### config.mk
export PLATFORM = sky130hd
export DESIGN_NAME = ptfm_ctrl
export DESIGN_NICKNAME = d
export VERILOG_FILES = /design/src/hdl/ptfm_pkg.sv /design/src/hdl/ptfm_ctrl.sv
export SDC_FILE = /design/constraint.sdc
export NUM_CORES = 1
export LEC_CHECK = 0
export BUFFER_PORTS_ARGS = -buffer_cell sky130_fd_sc_hd__buf_2
export CORE_MARGIN = 2
export CORE_UTILIZATION = 49
export CTS_CLUSTER_DIAMETER = 100
export DETAILED_ROUTE_END_ITERATION = 16
export PLACE_DENSITY = 0.88
export RECOVER_POWER = 50
export SLEW_MARGIN = 15
export SYNTH_ARGS = -nofsm -noshare
export SYNTH_HDL_FRONTEND = slang
export SYNTH_SLANG_ARGS = --single-unit
export TNS_END_PERCENT = 100
### constraint.sdc
create_clock -name i_clk -period 2.5 [get_ports i_clk]
set_clock_uncertainty 0.2 [all_clocks]
set_input_delay 0.25 -clock i_clk [delete_from_list [all_inputs] [get_ports i_clk]]
set_output_delay 0.25 -clock i_clk [all_outputs]
set_load 0.02 [all_outputs]
### src/hdl/ptfm_pkg.sv
// Shared types and constants of the page table frame mapper.
// Used by ptfm_ctrl, ptfm_dp and page_table_frame_mapper; depends on nothing.
package ptfm_pkg;

    localparam int PAGES       = 128;
    localparam int PAGE_W      = 7;
    localparam int END_W       = 8;
    localparam int IDX_W       = PAGE_W + 1;
    localparam int TBL_ENTRIES = 2 * PAGES;
    localparam int FRAMES      = 1024;
    localparam int FRAME_W     = 10;
    localparam int FIFO_PTR_W  = 10;
    localparam int COUNT_W     = 11;
    localparam int PROT_W      = 3;
    localparam int CMD_W       = 3;
    localparam int STATUS_W    = 2;
    localparam int FLUSH_W     = 2;

    localparam logic [END_W-1:0]   END_MAX    = END_W'(PAGES);
    localparam logic [COUNT_W-1:0] FIFO_LIMIT = COUNT_W'(FRAMES);

    localparam logic [CMD_W-1:0] CMD_PUSH  = 3'd0;
    localparam logic [CMD_W-1:0] CMD_MAP   = 3'd1;
    localparam logic [CMD_W-1:0] CMD_UNMAP = 3'd2;
    localparam logic [CMD_W-1:0] CMD_PROT  = 3'd3;
    localparam logic [CMD_W-1:0] CMD_READ  = 3'd4;

    localparam logic [STATUS_W-1:0] STATUS_OK       = 2'd0;
    localparam logic [STATUS_W-1:0] STATUS_NO_FRAME = 2'd1;
    localparam logic [STATUS_W-1:0] STATUS_FULL     = 2'd2;

    localparam logic [FLUSH_W-1:0] FLUSH_NONE   = 2'd0;
    localparam logic [FLUSH_W-1:0] FLUSH_KERNEL = 2'd1;
    localparam logic [FLUSH_W-1:0] FLUSH_USER   = 2'd2;

    typedef struct packed {
        logic [CMD_W-1:0]   cmd;
        logic               table_sel;
        logic [PAGE_W-1:0]  start_page;
        logic [END_W-1:0]   end_page;
        logic [PROT_W-1:0]  protection;
        logic [FRAME_W-1:0] frame_number;
    } t_in_item;

    typedef struct packed {
        logic [STATUS_W-1:0] status;
        logic                entry_valid;
        logic [PROT_W-1:0]   entry_protection;
        logic [FRAME_W-1:0]  entry_frame;
        logic [FLUSH_W-1:0]  flush_request;
        logic [COUNT_W-1:0]  free_count;
    } t_out_item;

    // Controller to datapath commands.
    typedef struct packed {
        logic load;
        logic push_in;
        logic status_full;
        logic set_flush;
        logic ptr_inc;
        logic fifo_rd;
        logic map_wr;
        logic rollback;
        logic frame_rd;
        logic rel_push;
        logic prot_wr;
        logic entry_rd;
    } t_dp_cmd;

    // Datapath to controller status.
    typedef struct packed {
        logic [CMD_W-1:0] cmd;
        logic             at_end;
        logic             cur_valid;
        logic             fifo_empty;
        logic             fifo_full;
    } t_dp_stat;

endpackage

### src/hdl/ptfm_ctrl.sv
// Controller of the page table frame mapper: sequences each command as
// datapath steps. Depends on ptfm_pkg.
module ptfm_ctrl (
    input  logic                i_clk,
    input  logic                i_rst_n,
    input  logic                i_in_valid,
    input  logic                i_out_free,
    input  ptfm_pkg::t_dp_stat  i_stat,
    output logic                o_in_ready,
    output logic                o_done,
    output ptfm_pkg::t_dp_cmd   o_cmd
);

    typedef enum logic [9:0] {
        S_IDLE     = 10'b0000000001,
        S_DECODE   = 10'b0000000010,
        S_MAP_CHK  = 10'b0000000100,
        S_MAP_WR   = 10'b0000001000,
        S_REL_CHK  = 10'b0000010000,
        S_REL_PUSH = 10'b0000100000,
        S_PROT     = 10'b0001000000,
        S_READ     = 10'b0010000000,
        S_DONE     = 10'b0100000000,
        S_PUSH     = 10'b1000000000
    } t_state;

    t_state r_state;
    t_state n_state;

    always_ff @(posedge i_clk) begin
        if (!i_rst_n) begin
            r_state <= S_IDLE;
        end else begin
            r_state <= n_state;
        end
    end

    assign o_in_ready = (r_state == S_IDLE);

    always_comb begin
        n_state = r_state;
        o_cmd   = '0;
        o_done  = 1'b0;
        case (r_state)
            S_IDLE: begin
                if (i_in_valid) begin
                    o_cmd.load = 1'b1;
                    n_state    = S_DECODE;
                end
            end
            S_DECODE: begin
                case (i_stat.cmd)
                    ptfm_pkg::CMD_PUSH: begin
                        n_state = S_PUSH;
                    end
                    ptfm_pkg::CMD_MAP: begin
                        o_cmd.set_flush = 1'b1;
                        n_state         = S_MAP_CHK;
                    end
                    ptfm_pkg::CMD_UNMAP: begin
                        o_cmd.set_flush = !i_stat.at_end;
                        n_state         = S_REL_CHK;
                    end
                    ptfm_pkg::CMD_PROT: begin
                        o_cmd.set_flush = 1'b1;
                        n_state         = S_PROT;
                    end
                    ptfm_pkg::CMD_READ: begin
                        o_cmd.entry_rd = 1'b1;
                        n_state        = S_READ;
                    end
                    default: begin
                        n_state = S_DONE;
                    end
                endcase
            end
            S_PUSH: begin
                if (i_stat.fifo_full) begin
                    o_cmd.status_full = 1'b1;
                end else begin
                    o_cmd.push_in = 1'b1;
                end
                n_state = S_DONE;
            end
            S_MAP_CHK: begin
                if (i_stat.at_end) begin
                    n_state = S_DONE;
                end else if (i_stat.cur_valid) begin
                    o_cmd.ptr_inc = 1'b1;
                end else if (i_stat.fifo_empty) begin
                    o_cmd.rollback = 1'b1;
                    n_state        = S_REL_CHK;
                end else begin
                    o_cmd.fifo_rd = 1'b1;
                    n_state       = S_MAP_WR;
                end
            end
            S_MAP_WR: begin
                o_cmd.map_wr  = 1'b1;
                o_cmd.ptr_inc = 1'b1;
                n_state       = S_MAP_CHK;
            end
            S_REL_CHK: begin
                if (i_stat.at_end) begin
                    n_state = S_DONE;
                end else if (!i_stat.cur_valid) begin
                    o_cmd.ptr_inc = 1'b1;
                end else if (i_stat.fifo_full) begin
                    // map rollback keeps its no-frame status
                    o_cmd.status_full = (i_stat.cmd == ptfm_pkg::CMD_UNMAP);
                    n_state           = S_DONE;
                end else begin
                    o_cmd.frame_rd = 1'b1;
                    n_state        = S_REL_PUSH;
                end
            end
            S_REL_PUSH: begin
                o_cmd.rel_push = 1'b1;
                o_cmd.ptr_inc  = 1'b1;
                n_state        = S_REL_CHK;
            end
            S_PROT: begin
                if (i_stat.at_end) begin
                    n_state = S_DONE;
                end else begin
                    o_cmd.prot_wr = 1'b1;
                    o_cmd.ptr_inc = 1'b1;
                end
            end
            S_READ: begin
                n_state = S_DONE;
            end
            S_DONE: begin
                if (i_out_free) begin
                    o_done  = 1'b1;
                    n_state = S_IDLE;
                end
            end
            default: begin
                n_state = S_IDLE;
            end
        endcase
    end

endmodule

==> impl.org, run 1 <==
** Worst setup path
- In this run the worst path has a maximum fanout of 6.
- Tracing the worst setup path back leads to its startpoint at r_state[5]$_SDFFE_PN0P_.
- Kind of start point of the critical path :: flip-flop
- By startpoint and endpoint, the worst setup path is classified as flip-flop to primary output.
- Worst R2R Start :: r_state[5]$_SDFFE_PN0P_
- STA classifies the critical path endpoint as a primary output.
- STA puts the critical path data arrival time at 1.95 ns.
- STA puts the critical path data required time at 2.05 ns.

** Yosys
- During synthesis, Yosys emitted a total of 0 warnings.
- Most frequently used cell type in the post-synthesis netlist :: sky130_fd_sc_hd__nor2_1
- Mapped cell area :: 796 µm²
- Post-Synthesis Net Count :: 114
- Of the total synthesized cell area, the portion taken by full adders, half adders and majority gates is 0.
- Number of synthesized flops with an enable pin :: 0
- Ranked by instance count, the synthesized netlist is headed by 11 x sky130_fd_sc_hd__nor2_1, 10 x sky130_fd_sc_hd__dfxtp_1, 8 x sky130_fd_sc_hd__nand2_1.
- The synthesized-area fraction occupied by ao, oa, aoi and oai cells came to 0.126.
- Of the total synthesized cell area, the portion taken by AND, OR, NAND and NOR gates is 0.536.
- Synthesis-stage register bit count :: 10
- Commonest register cell after synthesis :: sky130_fd_sc_hd__dfxtp_1
- The biggest area contributor in the post-synthesis netlist is sky130_fd_sc_hd__dfxtp_1.
- Area share of the largest cell type after synthesis :: 0.252
- Portion of netlist area occupied by mux cells :: 0
- Post-synthesis sequential area ratio :: 0.252
- In this run the mean area of a mapped cell was 7.73 µm².
- Synth async-reset ratio :: 0
- Synthesis handed over a netlist of 103 instances.
- Number of different library cells in the post-synthesis netlist :: 41
- After synthesis, the cell types taking the most area are sky130_fd_sc_hd__dfxtp_1 25%, sky130_fd_sc_hd__nand4_1 5.5%, sky130_fd_sc_hd__nor4_4 5.3%, sky130_fd_sc_hd__nor2_1 5.2%, sky130_fd_sc_hd__nor3_1 3.8%.
- Of the total synthesized cell area, the portion taken by XOR and XNOR cells is 0.0330.
- After synthesis, the largest family of logic cells by area is simple AND/OR/NAND/NOR gates.

** Global route
- The initial antenna violation count was 0.
- The first global-routing pass estimated 3.57 mm of wire.
- Number of global-route vias before repair :: 794
- Remaining global-route overflow :: 0
- GRT Total Usage :: 0.259
- Entering global routing, the biggest net connects 10 pins.

** Timing
- RSZ-0062 raised after global routing :: false
- After layout, the minimum clock period comes to 2.40 ns.
- Of the available clock period, the critical path in the final layout requires 0.960.
- The final count of pins violating max slew was 0.
- Worst max-slew margin expressed relative to the limit :: 0.676
- Count of endpoints failing setup in the final report :: 0
- Based on the critical path, the design can be clocked at up to 417 MHz.
- The hold violation count in the final report was 0.
- For the pin with the worst max-slew slack, the measured transition is 0.483 ns.
- After routing, the total negative slack on setup checks comes to 0 ns.

** Route
- DR vias :: 955
- Router iterations before antenna repair :: 8
- In the routed design, unresolved DRC markers number 0.
- Detailed Route Iter0 Violations :: 49
- The routed design has 2.39 mm of wire.
- Remaining antenna violation count :: 0
- Routed length per placed instance :: 16.3 µm
- DR vias/cell :: 6.50

** Floorplanning
- Number of placement rows :: 14
- Die W :: 44.3 µm
- I/O pin count :: 25
- Area of the die :: 1960 µm²
- Starting Density :: 0.528
- Floorplan die height :: 44.3 µm
- Area of the placeable core :: 1510 µm²

** Placed design
- Port bufs :: 24
- Detailed placement ended at an HPWL of 1.65 mm.
- Routability congestion estimate from global placement :: 0.911
- Number of placed instances, taps included :: 139

** Finish
- The filler cells instantiated in the layout total 128.
- Of the cells placed in the final design, the portion with a size suffix greater than 1 is 0.344.
- Final cell count without fillers :: 147
- Largest registers in the final layout :: r_state x10
- Register containing the most flip-flops in the final layout :: r_state
- Flip-flop count of the largest register after layout :: 10
- In the final layout, flip-flops and latches occupy 201 µm².
- Area used by multi-input combinational logic :: 564 µm²
- Area growth from synthesis to layout :: 24.1%
- At the end of the flow, the number of nets in the layout was 144.
- The repair_antennas step left the layout with diodes totalling 0.

** Worst hold path
- The min-delay analysis places its worst path in the category input pin to flip-flop.
- In this run the most critical hold path is launched from i_stat[6].

** Clock tree
- In this run the number of H-tree levels came out at 1.
- TritonCTS Buffers :: 3
- Counting along the longest clock path gives a buffer depth of 2.
- Clock sink count :: 10
- TritonCTS clock tree :: built
- Root buffer cell :: sky130_fd_sc_hd__clkbuf_4
- Clock insertion delay at the later pin of the skew report :: 0.27 ns
- Clock-pin slew was measured on the worst setup and hold paths at 0.06 ns.

** Run
- Number of violations of the max-capacitance limit :: 0

** Pwr
- Total power for the finished layout comes to 455 µW.
- P_leak :: 0.431 nW
- VDD sags by at most 0.315 mV.
- Dividing total power by cell area gives a power density of 461 nW/µm².

** Outcome
- Status :: completed
## cell usage in the layout, fill, tap and decap left out, types with 2 or more instances in the layout
| cell | instances |
|---|---|
| sky130_fd_sc_hd__a21boi_0 | 2 |
| sky130_fd_sc_hd__and2_1 | 2 |
| sky130_fd_sc_hd__buf_2 | 24 |
| sky130_fd_sc_hd__buf_4 | 3 |
| sky130_fd_sc_hd__clkbuf_4 | 4 |
| sky130_fd_sc_hd__dfxtp_1 | 9 |
| sky130_fd_sc_hd__inv_1 | 5 |
| sky130_fd_sc_hd__nand2_1 | 8 |
| sky130_fd_sc_hd__nand2b_1 | 2 |
| sky130_fd_sc_hd__nand3_1 | 5 |
| sky130_fd_sc_hd__nand4_1 | 7 |
| sky130_fd_sc_hd__nor2_1 | 11 |
| sky130_fd_sc_hd__nor2b_1 | 4 |
| sky130_fd_sc_hd__nor3_1 | 6 |
| sky130_fd_sc_hd__nor3b_1 | 3 |
| sky130_fd_sc_hd__nor4_1 | 2 |
| sky130_fd_sc_hd__nor4_2 | 3 |
| sky130_fd_sc_hd__nor4_4 | 2 |
| sky130_fd_sc_hd__o21ai_0 | 4 |
| sky130_fd_sc_hd__xnor2_1 | 2 |
## final timing paths
kind	endpoint	slack, ns	cells past startpoint
setup / recovery	o_cmd[4]	0.1	6
hold / removal	r_state[9]$_SDFFE_PN0P_	0.01	2
setup reg to reg	r_state[4]$_SDFFE_PN0P_	0.31	8
hold reg to reg	r_state[3]$_SDFFE_PN0P_	0.47	2
## metrics by stage
step	util	cell area, µm²	setup WS, ns	hold WS (ns)
global placement	0.605	912	0.222	0.249
global route	0.655	987	0.0258	0.0175
floorplan	-	796	0.276	0.112
CTS	0.641	966	0.0359	0.0182
finish	0.655	987	0.0994	0.0120
detailed placement	0.605	912	0.201	0.251
## per-layer routing
| metal | up-vias | track usage | part of all wire |
|---|---|---|---|
| li1 | 438 | - | - |
| met1 | 420 | 0.301 | 0.39 |
| met2 | 74 | 0.406 | 0.45 |
| met3 | 23 | 0.0776 | 0.10 |
| met4 | 0 | 0.182 | 0.058 |
| met5 | - | 0 | 0 |
## worst max-delay path: stages, from the launching register on
cell	delay [ns]
sky130_fd_sc_hd__dfxtp_1	0.40
sky130_fd_sc_hd__nor4_4	0.37
sky130_fd_sc_hd__buf_4	0.22
sky130_fd_sc_hd__nand4_1	0.13
sky130_fd_sc_hd__or2_2	0.32
sky130_fd_sc_hd__nor2_1	0.08
sky130_fd_sc_hd__buf_2	0.16
## cells by family after synthesis
| kind of cell | count (synthesis) |
|---|---|
| buffers and inverters | 9 |
| flip-flops | 10 |
| AO/OA/AOI/OAI | 13 |
| XOR/XNOR | 3 |
| AND/OR/NAND/NOR | 68 |
## repair_timing
action                                  4_1_cts  5_1_grt
hold endpoints to repair                      1        0
hold buffers                                  1        0
setup buffers                                 2        2
resized for setup                             1        2
endpoints found under the setup margin        1        6
gates cloned                                  0        0
pin swaps                                     1        3
## area by class of cell
cell class	instances	area share
multi-input cells	84	0.572
repair buffers	29	0.162
flip-flops and latches	10	0.204
well taps	16	0.0203
inverters	5	0.0190
clock buffers	3	0.0228
## power breakdown
part / leakage [nW] / total [mW] / internal (mW) / switching [mW]
Combinational: 0.336 / 0.157 / 0.0687 / 0.0884
Sequential: 0.0816 / 0.185 / 0.168 / 0.0166
Clock: 0.0138 / 0.113 / 0.0558 / 0.0573
Total: 0.431 / 0.455 / 0.292 / 0.162
Power figures use the tool's default switching activity.
==> inputs of run 2 (changes only) <==
--- a/config.mk
+++ b/config.mk
@@ -7,10 +7,10 @@
 export LEC_CHECK = 0
 export BUFFER_PORTS_ARGS = -buffer_cell sky130_fd_sc_hd__buf_2
 export CORE_MARGIN = 2
-export CORE_UTILIZATION = 49
+export CORE_UTILIZATION = 48
 export CTS_CLUSTER_DIAMETER = 100
 export DETAILED_ROUTE_END_ITERATION = 16
-export PLACE_DENSITY = 0.88
+export PLACE_DENSITY = 0.87
 export RECOVER_POWER = 50
 export SLEW_MARGIN = 15
 export SYNTH_ARGS = -nofsm -noshare
==> run 2 against run 1 <==
Final cell count stayed put. Power is 2.0% lower. Sequential power barely moved. Critical path type unchanged. Worst setup slack lost 0.055 ns. Register-to-register slack gained 0.11 ns. First-iteration DRC count up 4.1%. Sequential share of layout area barely moved. Global-route usage decreased by 1.5 points. Fmax is 2.3% lower. Count of clock-buffer cells in the layout is the same. Worst hold slack improved by 0.0071 ns. Non-clock buffer count is the same.
==> impl.org, run 2 (synthesized netlist as in run 1, its figures left out) <==
** Clock tree
- The maximum root-to-sink buffer count came to 2 (unchanged).
- Clock-pin slew on the worst setup and hold paths :: 0.06 ns (about the same)
- CTS placed an instance of sky130_fd_sc_hd__clkbuf_4 at the clock tree root.
- Clock insertion delay at the later pin of the skew report :: 0.26 ns (about the same)
- TritonCTS clock tree :: built
- TritonCTS Buffers :: 3 (unchanged)
- The CTS sink count is 10 (unchanged).
- Number of H-tree branching levels :: 1 (unchanged)

** Finish
- The non-filler instance count after layout came to 147 (unchanged).
- Register containing the most flip-flops in the final layout :: r_state
- The final design utilization is 0.647 (-0.00835).
- Commonest cells after routing, fill and taps aside :: 23 x sky130_fd_sc_hd__buf_2, 11 x sky130_fd_sc_hd__nor2_1, 9 x sky130_fd_sc_hd__dfxtp_1
- The fraction of layout instances using a drive strength above 1 was 0.336 (-0.00763).
- Nets@finish :: 144 (unchanged)
- Number of antenna diodes :: 0 (unchanged)
- Leaving out fill and tap cells, the most frequent cell in the layout is sky130_fd_sc_hd__buf_2.
- Compared with the post-synthesis result, the final layout area differs by 23.9%.
- The flip-flop count of the largest register after layout is 10 (unchanged).
- The largest registers in the layout are r_state x10.

** Timing
- Post-route minimum period :: 2.46 ns (+0.0554 ns)
- Final Hold Vio Count :: 0 (unchanged)
- Setup repair after global routing left no endpoint under its margin.
- Number of max-slew violations in the final report :: 0 (unchanged)
- The worst-margin pin slew came to 0.466 ns (-0.0170 ns).
- Setup ws final :: 0.0440 ns (-0.0554 ns)
- The total setup violations reported at the end of the flow was 0 (unchanged).
- The portion of the clock cycle consumed by the worst path in the final layout was 0.982 (+0.0222).
- The final-layout worst hold slack was 0.0191 ns (+0.00707 ns).
- The setup TNS was 0 ns (unchanged).
- Worst max-slew margin expressed relative to the limit :: 0.687 (+0.0115)
- The highest achievable clock rate was 407 MHz (-2.3%).

** Route
- Router iterations before antenna repair :: 4 (-4)
- The post-detailed-route DRC marker count was 0 (unchanged).
- The number of nets still failing antenna checks after routing was 0 (unchanged).
- The wire length after detailed routing was 2.26 mm (-5.8%).
- Routed length per placed instance :: 15.3 µm (-5.8%)
- The number of vias per cell is 6.31 (-2.9%).
- Detailed Route Iter0 Violations :: 51 (+4.1%)
- The via count came to 927 (-2.9%).

** Worst setup path
- Required time of the critical path :: 2.05 ns (about the same)
- Traced cell by cell, the critical path runs through nor4_4, buf_4, nand2_2, or4_1, nand4_1, buf_2.
- Delay of the slowest cell on the worst path :: 0.53 ns (+0.13 ns)
- Startpoint-to-endpoint class of the critical path :: flip-flop to primary output
- Critical Path End Type :: primary output
- Kind of start point of the critical path :: flip-flop
- Library cell contributing the largest single delay on the critical path :: sky130_fd_sc_hd__or4_1
- Max FO, Critical Path :: 7 (+1)
- Arrival time of the worst setup path :: 2.01 ns (+0.06 ns)

** Global route
- The pin count of the biggest net entering global routing came to 10 (unchanged).
- Number of global-route vias before repair :: 778 (-2.0%)
- The wire length of the first global-routing pass was 3.55 mm (-0.59%).
- GRT Total Usage :: 0.244 (-0.0151)
- Number of antenna violations at the first check in global routing :: 0 (unchanged)
- Remaining global-route overflow :: 0 (unchanged)

** Placed design
- Port bufs :: 24 (unchanged)
- Number of placed instances, taps included :: 139 (unchanged)
- The final estimated routing congestion in global placement came to 0.881 (-3.3%).
- The worst setup slack after placement is 0.283 ns (+0.0822 ns).
- The estimated wirelength of the detail-placed design came to 1.59 mm (-4.2%).

** Floorplanning
- The starting density of the core came to 0.522 (-0.00607).
- The area enclosed by the die boundary came to 2000 µm² (+1.9%).
- Die W :: 44.7 µm (+0.94%)
- The height of the chip is 44.7 µm (+0.94%).
- The number of ports placed on the die boundary is 25 (unchanged).
- The core footprint came to 1520 µm² (+1.2%).
- The total number of placement rows was 14 (unchanged).

** Pwr
- The worst vdd rail ir drop is 0.392 mV (+24%).
- P_leak :: 0.426 nW (-1.2%)
- Cell area power density :: 452 nW/µm² (-1.9%)

** Run
- The number of max-capacitance violations reported was 0 (unchanged).

** Worst hold path
- Path type of the worst min-delay path :: input pin to flip-flop

** Outcome
- The flow ran to the end, and the final reports show no timing, DRC or antenna violations.
run 2: worst paths after layout:
kind                                         startpoint                      end  slack, ns  depth (start not counted)
worst max-delay path            r_state[8]$_SDFFE_PN0P_                 o_cmd[7]       0.04                          6
worst min-delay path                          i_stat[6]  r_state[9]$_SDFFE_PN0P_       0.02                          2
worst max register to register  r_state[8]$_SDFFE_PN0P_  r_state[0]$_SDFFE_PN1P_       0.42                          7
worst min register to register  r_state[2]$_SDFFE_PN0P_  r_state[3]$_SDFFE_PN0P_       0.49                          2
run 2: through the flow:
| step | instance area, µm² | power, mW |
|---|---|---|
| 4_1_cts | 945 | 0.430 |
| 3_5_place_dp | 912 | 0.321 |
| 3_3_place_gp | 912 | 0.319 |
| 6_report | 986 | 0.446 |
| 5_1_grt | 986 | 0.469 |
| 2_1_floorplan | 796 | 0.281 |
run 2: area by class of cell:
type,instances,area [µm²]
Inverter,5,18.8
Clock buffer,3,22.5
Fill cell,138,538
Multi-Input combinational cell,84,564
Sequential cell,10,201
Tap cell,16,20.0
Timing Repair Buffer,29,159
run 2: power breakdown:
group          leakage [nW]  switching, mW  internal (mW)
sequential           0.0816         0.0150          0.168
clock                0.0138         0.0531         0.0556
combinational         0.331         0.0848         0.0691
run 2: metal layers:
metal	share of wire	GRT usage	up-vias	wire, µm
met3	0.11	0.0680	10	259
met5	0	0	-	0
met2	0.45	0.374	63	1000
li1	-	-	433	-
met1	0.41	0.321	421	932
met4	0.027	0.103	0	60
run 2: critical path, delay by kind of cell (launching register included):
family | cells | cell delay (ns)
buffers and inverters | 2 | 0.35
flip-flops | 1 | 0.37
AND/OR/NAND/NOR | 4 | 1.03
run 2: what timing repair did:
action,4_1_cts,5_1_grt
setup buffers,0,4
resized for setup,0,3
endpoints found under the setup margin,0,7
hold buffers,1,0
hold endpoints to repair,1,0
==> inputs of run 3 (changes only) <==
--- a/config.mk
+++ b/config.mk
@@ -6,8 +6,10 @@
 export NUM_CORES = 1
 export LEC_CHECK = 0
 export BUFFER_PORTS_ARGS = -buffer_cell sky130_fd_sc_hd__buf_2
+export CORE_ASPECT_RATIO = 1.1
 export CORE_MARGIN = 2
 export CORE_UTILIZATION = 48
+export CTS_BUF_LIST = sky130_fd_sc_hd__clkbuf_4 sky130_fd_sc_hd__clkbuf_8
 export CTS_CLUSTER_DIAMETER = 100
 export DETAILED_ROUTE_END_ITERATION = 16
 export PLACE_DENSITY = 0.87
==> run 3 against run 2 <==
Utilization shrank 2.8 points. Count of clock-buffer cells in the layout is the same. Sequential cell count is the same. First-iteration DRC count shrank 24%. Register-to-register slack gained 0.06 ns. Via count shrank 1.5%. Wire length shrank 4.3%. Worst setup slack gained 0.048 ns. Die area is essentially flat. Fmax grew 2.0%. Sequential power is essentially flat.
==> impl.org, run 3 (synthesized netlist as in run 1, its figures left out) <==
** Global route
- The initial antenna violation count is 0 (unchanged).
- The pin count of the biggest net entering global routing came to 10 (unchanged).
- The number of global-route vias before repair was 820 (+5.4%).
- The wire length of the first global-routing pass came to 3.57 mm (+0.79%).
- The remaining global-route overflow was 0 (unchanged).
- GRT Total Usage :: 0.243 (-0.00119)

** Clock tree
- Number of H-tree branching levels :: 1 (unchanged)
- Clock insertion delay at the later pin of the skew report :: 0.27 ns (about the same)
- TritonCTS built the clock tree.
- Bufs on Longest Clock Path :: 2 (unchanged)
- Clock-pin slew on the worst setup and hold paths :: 0.07 ns (about the same)
- The tree is rooted in a sky130_fd_sc_hd__clkbuf_4.
- The number of clock buffers inserted by TritonCTS was 3 (unchanged).
- Clock sink count :: 10 (unchanged)

** Finish
- Count of fill cells added during filler insertion :: 146 (+5.8%)
- Register containing the most flip-flops in the final layout :: r_state
- Number of antenna diodes :: 0 (unchanged)
- The flip-flop count of the largest register after layout is 10 (unchanged).
- Post-route standard cell area excluding fillers :: 963 µm² (-2.3%)
- In the final layout, the registers with the most flip-flops are r_state x10.
- Storage cell area :: 201 µm² (unchanged)
- Share of cells above drive strength 1 :: 0.308 (-0.0282)
- Compared with the post-synthesis result, the final layout area differs by 21.1%.
- Leaving out fill and tap cells, the most frequent cells in the layout are 23 x sky130_fd_sc_hd__buf_2, 11 x sky130_fd_sc_hd__nor2_1, 9 x sky130_fd_sc_hd__dfxtp_1.
- The area used by multi-input combinational logic came to 552 µm² (-2.2%).
- The final net count is 143 (-0.69%).
- Most common cell after layout, fill and taps aside :: sky130_fd_sc_hd__buf_2

** Timing
- The shortest period the worst path allows came to 2.41 ns (-0.0480 ns).
- The portion of the clock cycle consumed by the worst path in the final layout is 0.963 (-0.0192).
- Final Hold Vio Count :: 0 (unchanged)
- The worst-margin pin slew came to 0.379 ns (-0.0870 ns).
- Number of max-slew violations in the final report :: 0 (unchanged)
- Count of endpoints failing setup in the final report :: 0 (unchanged)
- Setup repair after global routing left no endpoint under its margin.
- The worst max-slew margin expressed relative to the limit is 0.745 (+0.0585).
- The setup TNS was 0 ns (unchanged).
- The highest achievable clock rate is 415 MHz (+2.0%).

** Worst setup path
- The worst setup path is captured at a primary output.
- Library cell contributing the largest single delay on the critical path :: sky130_fd_sc_hd__or4_1
- Walking the worst path, the cells encountered are nor4_4, nand2_2, or4_1, nand4_1, buf_2.
- The worst setup path is launched from a flip-flop.
- The data required time of the critical path is 2.05 ns (about the same).
- The peak per-stage delay on the critical path is 0.53 ns (about the same).
- The worst register-to-register path ends at r_state[0]$_SDFFE_PN1P_.
- The worst setup path is of the flip-flop to primary output kind.
- Cell count of the worst reg-to-reg path :: 6 (-1)
- The maximum fanout along the worst path came to 8 (+1).
- The worst-case register-to-register setup slack is 0.48 ns (+0.06 ns).
- Tracing the worst setup path back leads to its startpoint at r_state[9]$_SDFFE_PN0P_.
- The critical path ends at o_cmd[7].
- The startpoint identified for the worst register-to-register timing path is r_state[9]$_SDFFE_PN0P_.
- Arrival time of the worst setup path :: 1.96 ns (-0.05 ns)

** Outcome
- Status :: completed

** Floorplanning
- Starting Density :: 0.511 (-0.0113)
- Die W :: 42.8 µm (-4.2%)
- The core footprint is 1560 µm² (+2.2%).
- Floorplan die height :: 46.7 µm (+4.5%)
- I/O pin count :: 25 (unchanged)
- Number of placement rows :: 15 (+1)
- The area enclosed by the die boundary was 2000 µm² (about the same).

** Run
- Number of violations of the max-capacitance limit :: 0 (unchanged)

** Route
- DR vias :: 913 (-1.5%)
- Detailed Route Iter0 Violations :: 39 (-24%)
- Top routing layer in use :: met4
- Wire length on met2 :: 1.02 mm (+1.8%)
- Router iterations before antenna repair :: 6 (+2)
- Routed length per placed instance :: 14.7 µm (-4.3%)
- Wirelength, routed :: 2.16 mm (-4.3%)
- Met3 wirelength from detailed routing :: 190 µm (-27%)
- Remaining design rule violation count :: 0 (unchanged)
- Routed length on met1 :: 897 µm (-3.8%)
- Remaining antenna violation count :: 0 (unchanged)
- The number of vias per cell came to 6.21 (-1.5%).

** Placed design
- Port bufs :: 24 (unchanged)
- The final estimated routing congestion in global placement is 0.865 (-1.9%).
- The estimated wirelength of the detail-placed design came to 1.63 mm (+2.6%).
- Cell area after placement :: 921 µm² (+0.96%)

** Worst hold path
- In this run the most critical hold path is launched from i_stat[6].
- The cell depth of the worst min-delay path came to 2 (unchanged).
- Path type of the worst min-delay path :: input pin to flip-flop

** Pwr
- P_leak :: 0.419 nW (-1.6%)
- The cell area power density was 461 nW/µm² (+1.9%).
- Peak supply drop :: 0.271 mV (-31%)
-- run 3: changes by cell type in the layout (fill, tap and decap cells not counted), sizes merged --
cell,change
buf,-2
clkbuf,+1
-- run 3: worst min path at each step --
stage,to
2_1_floorplan,r_state[0]$_SDFFE_PN1P_
3_3_place_gp,r_state[3]$_SDFFE_PN0P_
3_5_place_dp,r_state[3]$_SDFFE_PN0P_
4_1_cts,r_state[9]$_SDFFE_PN0P_
5_1_grt,r_state[9]$_SDFFE_PN0P_
6_report,r_state[9]$_SDFFE_PN0P_
-- run 3: worst max-delay path, delay by kind of cell, from the launching register on --
| family | cells | cell delay [ns] |
|---|---|---|
| and+or+nand+nor | 4 | 1.14 |
| DFF | 1 | 0.37 |
| buffers and inverters | 1 | 0.17 |
-- run 3: what timing repair did --
item / 4_1_cts / 5_1_grt
hold buffers: 1 / 0
endpoints found under the setup margin: 1 / 4
resized for setup: 0 / 1
endpoints found under the hold margin: 1 / 0
pin swaps: 1 / 2
setup buffers: 0 / 2
-- run 3: metrics by stage --
| step | util | cells | setup WS, ns | hold slack (ns) | total power [mW] |
|---|---|---|---|---|---|
| final | 0.618 | 147 | 0.0920 | 0.000950 | 0.444 |
| after global routing | 0.618 | 147 | 0.0203 | 0.0198 | 0.463 |
| after CTS | 0.612 | 145 | 0.00211 | 0.00896 | 0.439 |
| after detailed placement | 0.591 | 141 | 0.320 | 0.257 | 0.325 |
| after global placement | 0.591 | 141 | 0.363 | 0.247 | 0.319 |
| after floorplan | - | 103 | 0.276 | 0.112 | 0.281 |
-- run 3: area by class of cell --
cell class / instances / share of cell area
clock buffers: 3 / 0.0234
inverters: 5 / 0.0195
multi-input cells: 84 / 0.573
flip-flops and latches: 10 / 0.209
well taps: 17 / 0.0221
repair buffers: 28 / 0.153
-- run 3: where the power goes --
part           switching [mW]  internal [mW]  total (mW)
sequential             0.0176          0.168       0.186
clock                  0.0580         0.0558       0.114
combinational          0.0822         0.0624       0.145
total                   0.158          0.286       0.444
-- run 3: per-layer routing --
layer	global-route usage	up-vias
met4	0.119	0
met5	0	-
met3	0.0275	8
met2	0.433	51
met1	0.294	422
li1	-	432
